## src/sv/ble_pkg.sv

```systemverilog
// Types and constants of the baseband line encoder.
package ble_pkg;

    localparam int NUM_BITS = 8;

    typedef enum logic [1:0] {
        LC_NRZ   = 2'd0,
        LC_MANCH = 2'd1,
        LC_AMI   = 2'd2,
        LC_BAD   = 2'd3
    } t_line_code;

    localparam logic signed [1:0] SYM_ZERO = 2'sd0;
    localparam logic signed [1:0] SYM_POS  = 2'sd1;
    localparam logic signed [1:0] SYM_NEG  = -2'sd1;

    typedef struct packed {
        logic [NUM_BITS-1:0] data_byte;
        logic                message_start;
    } t_in;

    typedef struct packed {
        logic signed [1:0] line_symbol;
        logic              last_symbol;
        logic              code_error;
    } t_out;

endpackage

```

## src/sv/baseband_line_encoder.sv

```systemverilog
// Top level of the baseband line encoder: byte in, one line symbol per beat out.
// A byte is loaded into the bit shifter, then each of its symbols is registered into o_out.
// One symbol per cycle while the output is not stalled; a byte gives 8 symbols (NRZ,
// AMI), 16 (Manchester) or 1 (invalid code), counted by r_cnt; the next byte enters on
// the last symbol. Reset clears the busy and output valid flags, sets line code to NRZ
// and the AMI polarity to positive.
module baseband_line_encoder (
    input  logic          i_clk,
    input  logic          i_rst_n,
    input  logic          i_in_valid,
    output logic          o_in_stall,
    input  ble_pkg::t_in  i_in,
    output logic          o_out_valid,
    input  logic          i_out_stall,
    output ble_pkg::t_out o_out,
    input  logic          i_cfg_we,
    input  logic [1:0]    i_cfg_wdata
);
    import ble_pkg::*;

    localparam int CNT_W = $clog2(2 * NUM_BITS);

    t_line_code          r_line_code, n_line_code;
    logic                r_busy, n_busy;
    logic [NUM_BITS-1:0] r_shift, n_shift;
    logic [CNT_W-1:0]    r_cnt, n_cnt;
    logic                r_ami_pos, n_ami_pos;
    logic                r_out_valid, n_out_valid;
    t_out                r_out, n_out;

    logic bit_now, adv, accept, sym_last, shift_en, toggle;
    t_out sym;

    assign bit_now = r_shift[NUM_BITS-1];
    assign adv     = r_busy && (!r_out_valid || !i_out_stall);

    // symbol for the current bit position
    always_comb begin
        sym      = '{line_symbol: SYM_ZERO, last_symbol: 1'b0, code_error: 1'b0};
        sym_last = 1'b0;
        shift_en = 1'b1;
        toggle   = 1'b0;
        case (r_line_code)
            LC_NRZ: begin
                sym.line_symbol = {1'b0, bit_now};
                sym_last        = (r_cnt == CNT_W'(NUM_BITS - 1));
            end
            LC_MANCH: begin
                sym.line_symbol = {1'b0, bit_now ^ r_cnt[0]};
                sym_last        = (r_cnt == CNT_W'(2 * NUM_BITS - 1));
                shift_en        = r_cnt[0];
            end
            LC_AMI: begin
                sym.line_symbol = bit_now ? (r_ami_pos ? SYM_POS : SYM_NEG) : SYM_ZERO;
                sym_last        = (r_cnt == CNT_W'(NUM_BITS - 1));
                toggle          = bit_now;
            end
            default: begin
                sym.code_error = 1'b1;
                sym_last       = 1'b1;
                shift_en       = 1'b0;
            end
        endcase
        sym.last_symbol = sym_last;
    end

    // take a new byte when idle or while the last symbol moves out
    assign accept     = i_in_valid && !o_in_stall;
    assign o_in_stall = r_busy && !(adv && sym_last);

    always_comb begin
        n_line_code = i_cfg_we ? t_line_code'(i_cfg_wdata) : r_line_code;

        n_busy = r_busy;
        if (accept) begin
            n_busy = 1'b1;
        end else if (adv && sym_last) begin
            n_busy = 1'b0;
        end

        n_shift = r_shift;
        n_cnt   = r_cnt;
        if (accept) begin
            n_shift = i_in.data_byte;
            n_cnt   = '0;
        end else if (adv) begin
            n_cnt = r_cnt + CNT_W'(1);
            if (shift_en) begin
                n_shift = {r_shift[NUM_BITS-2:0], 1'b0};
            end
        end

        // flip on each AMI mark, force positive at message start
        n_ami_pos = r_ami_pos ^ (adv && toggle);
        if (accept && i_in.message_start) begin
            n_ami_pos = 1'b1;
        end

        n_out_valid = r_out_valid;
        n_out       = r_out;
        if (adv) begin
            n_out_valid = 1'b1;
            n_out       = sym;
        end else if (!i_out_stall) begin
            n_out_valid = 1'b0;
        end
    end

    always_ff @(posedge i_clk) begin
        if (!i_rst_n) begin
            r_line_code <= LC_NRZ;
            r_busy      <= 1'b0;
            r_ami_pos   <= 1'b1;
            r_out_valid <= 1'b0;
        end else begin
            r_line_code <= n_line_code;
            r_busy      <= n_busy;
            r_ami_pos   <= n_ami_pos;
            r_out_valid <= n_out_valid;
        end
    end

    always_ff @(posedge i_clk) begin
        r_shift <= n_shift;
        r_cnt   <= n_cnt;
        r_out   <= n_out;
    end

    assign o_out_valid = r_out_valid;
    assign o_out       = r_out;

endmodule

```

## config.mk

```make
export PLATFORM = sky130hd
export DESIGN_NAME = baseband_line_encoder
export DESIGN_NICKNAME = d
export VERILOG_FILES = /design/src/sv/ble_pkg.sv /design/src/sv/baseband_line_encoder.sv
export SDC_FILE = /design/constraint.sdc
export NUM_CORES = 1
export LEC_CHECK = 0
export BUFFER_PORTS_ARGS = -buffer_cell sky130_fd_sc_hd__buf_2
export CAP_MARGIN = 20
export CELL_PAD_IN_SITES_DETAIL_PLACEMENT = 2
export CELL_PAD_IN_SITES_GLOBAL_PLACEMENT = 2
export CORE_MARGIN = 2
export CORE_UTILIZATION = 31
export DETAILED_ROUTE_END_ITERATION = 8
export HOLD_SLACK_MARGIN = 0.05
export PLACE_DENSITY_LB_ADDON = 0.1
export SYNTH_ARGS = -nofsm -noshare
export SYNTH_HDL_FRONTEND = slang
export SYNTH_SLANG_ARGS = --single-unit
```

## constraint.sdc

```tcl
create_clock -name i_clk -period 1.75 [get_ports i_clk]
set_input_delay 0.4375 -clock i_clk [delete_from_list [all_inputs] [get_ports i_clk]]
set_output_delay 0.4375 -clock i_clk [all_outputs]
set_load 0.02 [all_outputs]
```

---- Word level (Yosys, flattened, before mapping) ----
Index checks and enable logic that the tools add are counted.
operators by class
  $lt $le $gt $ge ......................... 0
  reductions and logical operators ........ 19
  divide/modulo/power cells ............... 0
  eq/ne operators ......................... 5
  shifts and indexed selects .............. 0
  bitwise gates (word level) .............. 3
  muxes and demuxes ....................... 14
  $add $sub $neg .......................... 1
  $mul .................................... 0
operator list
  cell                                           number
  two-way mux 8 bit                              3
  logical AND 1 bit                              6
  two-way mux 1 bit                              6
  one-hot mux 2 bit (3 select lines)             1
  nonzero test 2 bit                             3
  adder 4 x 1 -> 4 bit, second input constant    1
  == test 4 x 3 -> 1 bit, second input constant  1
  == test 4 bit, second input constant           1
  logical NOT 1 bit                              4
  two-way mux 2 bit                              2
  one-hot mux 1 bit (2 select lines)             2
  OR reduction 2 bit                             2
  OR reduction 3 bit                             1
  == test 2 x 1 -> 1 bit, second input constant  1
  == test 2 bit, second input constant           1
  logical NOT 2 bit                              1
  != test 2 x 1 -> 1 bit, second input constant  1
  AND reduction 2 bit                            1
  bitwise XOR 1 bit                              2
  logical OR 1 bit                               1
  NOT 1 bit                                      1
storage, ports and cells
  register bits ........................... 21
  ROM bits ................................ 0
  bits in latches ......................... 0
  memories kept ........................... 0
  bits in writable memories ............... 0

---- Depth between registers and ports, before layout ----
  word-level depth ........................ 10
  mapped depth ............................ 6
  mapped depth without buffers ............ 5

---- Least setup slack after synthesis ----
No wires, ideal clock.
  path type ............................... register to register
  start ................................... register r_out_valid, in the netlist o_out_valid
  end ..................................... register r_shift[4] (data pin)
  stages on the path, launching flop included .. 6
  slack ................................... 0.029 ns
  clock period less this slack ............ 1.721 ns
  library setup time ...................... 0.260 ns
  arrival time ............................ 1.460 ns
  path through ............................ dfxtp_1 and2_1 o21ai_1 o21ai_4 buf_6 mux2_4
on the way
  word-level cells in the longest chain between the ends .. 9
RTL lines
  what                    line                          source
  from (decl)             baseband_line_encoder.sv:28   logic r_out_valid, n_out_valid;
  from (signal assigned)  baseband_line_encoder.sv:119  r_out_valid <= n_out_valid;
  logical NOT 1 bit       baseband_line_encoder.sv:35   assign adv = r_busy && (!r_out_valid || !i_out_stall);
  logical OR 1 bit        baseband_line_encoder.sv:35
  logical AND 1 bit       baseband_line_encoder.sv:35
  logical AND 1 bit       baseband_line_encoder.sv:69   assign o_in_stall = r_busy && !(adv && sym_last);
  logical NOT 1 bit       baseband_line_encoder.sv:69
  logical AND 1 bit       baseband_line_encoder.sv:69
  logical NOT 1 bit       baseband_line_encoder.sv:68   assign accept = i_in_valid && !o_in_stall;
  logical AND 1 bit       baseband_line_encoder.sv:68
  two-way mux 8 bit       baseband_line_encoder.sv:83   if (accept) begin
  named net n_shift[4]    baseband_line_encoder.sv:25   logic [NUM_BITS-1:0] r_shift, n_shift;
  to (signal assigned)    baseband_line_encoder.sv:124  r_shift <= n_shift;
  to (decl)               baseband_line_encoder.sv:25
The timed path passes the listed nets, and every way through them passes these cells.
A chain may end at the register's enable or synchronous reset.

---- Final worst setup path ----
  start ................................... register r_cnt[0]
  end ..................................... output port o_in_stall
on the way
  word-level cells in the longest chain between the ends .. 5
  elaborated cells between the ends (all ways) .. 6
  classes of those cells .................. eq/ne: 2; mux: 1; reduce/logical: 3
RTL lines
  what                                                            line                                                                                   source
  from (decl)                                                     baseband_line_encoder.sv:26                                                            logic [CNT_W-1:0] r_cnt, n_cnt;
  from (signal assigned)                                          baseband_line_encoder.sv:125                                                           r_cnt <= n_cnt;
  == test 4 x 3 -> 1 bit / == test 4 bit (equally long branches)  baseband_line_encoder.sv:46, baseband_line_encoder.sv:55, baseband_line_encoder.sv:50
  one-hot mux 1 bit (2 select lines) *                            baseband_line_encoder.sv:43                                                            case (r_line_code)
  logical AND 1 bit *                                             baseband_line_encoder.sv:69
  logical NOT 1 bit *                                             baseband_line_encoder.sv:69
  logical AND 1 bit *                                             baseband_line_encoder.sv:69
  to (decl)                                                       baseband_line_encoder.sv:11                                                            output logic o_in_stall,
Every way passes the cells marked *; elsewhere a longest branch is shown, timed or not.

==> impl_metrics.toml <==
[cells_and_area]
layout.nets = 126
num_antenna_cells = 0
finalInstanceArea_um2 = 1274
syn_to_final_growth_pct = 32.72
layout-drive-gt1-share = 0.5000
finalNonFillerCells = 141

[sta]
slew_violations = 0
fin_crit_ns = 1.724
slew_headroom = 0.7950
fin_crit_sh = 0.9854
setup_violations = 0
max_freq_mhz = 579.9
worst_slew_pin_slew_ns = 0.3032
hold_violations = 0
finClkSkew_ns = 0.007840
rsz0062_at_grt = "yes"

[setup_path]
worstSetupPathType = "flop to output pin"
crit_required_ns = 1.31
cp_max_fo = 2
crit_arrival_ns = 1.29
crit_path_end_kind = "output pin"
worstSetupStartpointType = "flop"

[yosys]
syn_nets = 90
async_reset_ff_frac = 0
synth.area.top_cells = "edfxtp_1, dfxtp_1, mux2_1"
synth_edf_count = 12
synth.distinct_cells = 29
synth_area_um2 = 959.7
ys_ff_latch = 21
yosys_warnings = 0
syn_area_per_cell_um2 = 13.15
yosysSeqAreaShare = 0.5632
yosysTopAreaCell = "edfxtp_1"
yosysMostFrequentCell = "edfxtp_1"
synth_cells = 73
ys_top_cells_by_count = "edfxtp_1, dfxtp_1, and2_1, inv_1, nand2_1"
synth_ff_type = "edfxtp_1"
synth_top_cell_area_share = 0.3755

[cts]
cts_buffers = 3
clockBufferDepth = 2
clk_pin_slew_worst_paths_ns = 0.12
clock_latency_ns = 0.31
cts.sinks = 21
cts_hold_buffers = 0
cts_root_buffer = "clkbuf_4"
htree_levels = 1
cts_tree = "yes"

[place]
portBuffers = 21
dp_cells = 134
gp_routability_congestion = 0.7120
placed_cell_area_um2 = 1176
dp_hpwl_mm = 1.483

[routing]
drt-total-wl_mm = 1.965
routed_via_density = 4.723
antenna_left = 0
routedWlPerCell_um = 13.94
drtIter0Drc = 5
num_vias = 666
drc_errors = 0
dr.pass1.iters = 3

[global_route]
grt_pass1_vias = 727
gr-usage-all-layers = 0.1301
antenna_found_initial = 0
grt_pass1_wl_mm = 3.318
grt_max_degree = 13
grt_use_met3 = 0.02838
busiest_layer = "met2"
grt_use_met1 = 0.1487
grt_use_met2 = 0.2205
overflow = 0

[pwr]
vdd.ir_drop.worst_mv = 0.3793
p_leak_nw = 0.5566
power_density_nw_per_um2 = 848.0

[floorplanning]
io_pins = 22
rows = 20
initial_core_util = 0.3196
dieArea_um2 = 3557
die_x_um = 59.64
coreArea_um2 = 3003
die_h_um = 59.64

[hold_path]
hold_path_class = "input port to flop"

[run_status]
status = "complete, no violations"

[job]
maxCapViolCount = 0
[stage by stage]
stage | utilization | power (mW) | setup TNS (ns) | worst slack, ns | hold WS [ns]
2_1_floorplan | - | 0.7295 | 0 | 0.02923 | 0.4519
3_3_place_gp | 0.3917 | 0.8133 | -0.2854 | -0.04675 | 0.4745
3_5_place_dp | 0.3917 | 0.8193 | -0.6790 | -0.08699 | 0.4958
4_1_cts | 0.4200 | 1.091 | 0 | 0.01877 | 0.3451
5_1_grt | 0.4242 | 1.137 | -0.04714 | -0.03685 | 0.3596
6_report | 0.4242 | 1.080 | 0 | 0.02558 | 0.3536
[cells in the final DEF, fill, tap and decap left out]
cell / n
mux2_2: 1
buf_12: 2
and2_1: 4
o211ai_1: 1
xor2_1: 1
nor2_1: 1
dfxtp_2: 4
xor2_2: 1
inv_1: 5
nor2_2: 1
clkbuf_4: 3
ha_4: 1
nand2_4: 1
xnor2_1: 3
mux2_1: 4
nor4b_1: 1
o21a_1: 2
a21oi_1: 1
and2_4: 1
mux2_4: 3
buf_6: 1
edfxtp_1: 12
nor2b_1: 2
dfxtp_1: 5
buf_2: 20
nand4b_1: 1
o21ai_0: 2
o22ai_1: 1
buf_4: 10
nand4_1: 1
mux2i_1: 2
and3_1: 1
nand2_1: 4
a21boi_2: 1
nor3_4: 1
o21ai_4: 2
clkinv_2: 1
[logic make-up after synthesis]
kind of cell / Yosys count / share of synthesized area
compound gates: 10 / 0.07953
flops: 21 / 0.5632
fa+ha+maj: 1 / 0.01304
buf+inv: 7 / 0.04303
xor+xnor: 5 / 0.05347
mux: 10 / 0.1265
simple gates: 19 / 0.1213
[report_power, final]
part | internal [mW] | total, mW | switching [mW]
clock network | 0.0855 | 0.240 | 0.154
logic | 0.130 | 0.230 | 0.0999
registers | 0.582 | 0.610 | 0.0282
[worst max-delay path, cell delays in order, from the launching register on]
cell	delay, ns
dfxtp_2	0.37
ha_4	0.15
nand2_4	0.06
nor3_4	0.20
nor2_2	0.07
buf_6	0.13
[layout make-up]
class | instances | area, um2
flip-flops and latches | 21 | 545.5
fillers | 307 | 1729
repair buffers | 33 | 226.5
well taps | 33 | 41.29
clock buffers | 3 | 22.52
inverters | 5 | 18.77
clock inverters | 1 | 5.005
multi-input cells | 45 | 414.1
[final timing paths]
kind         startpoint    endpoint  slack (ns)  cells after the start
max reg2reg    r_cnt[0]  r_shift[7]        0.09                      7
min reg2reg   r_ami_pos   r_ami_pos        0.54                      2
min             i_rst_n   r_ami_pos        0.35                      2
max            r_cnt[0]  o_in_stall        0.03                      5
[per-layer routing]
metal  share of wire  wire length (um)
met5               0                 0
met4           0.022                44
met3           0.055               108
met2            0.48               939
met1            0.44               873
[registers in the layout, summed over array words and instances, names as in the netlist]
| register | flops |
|---|---|
| r_shift | 8 |
| o_out | 4 |
| r_cnt | 4 |
| r_line_code | 2 |
| o_out_valid | 1 |
| r_ami_pos | 1 |
| r_busy | 1 |
[what timing repair did]
item                                    CTS  global route
endpoints found under the setup margin    1             3
buffers inserted                          2             1
pin swaps                                 2             0
gates resized for setup                  14             1
Note: power is estimated with default switching activity, not from simulation.
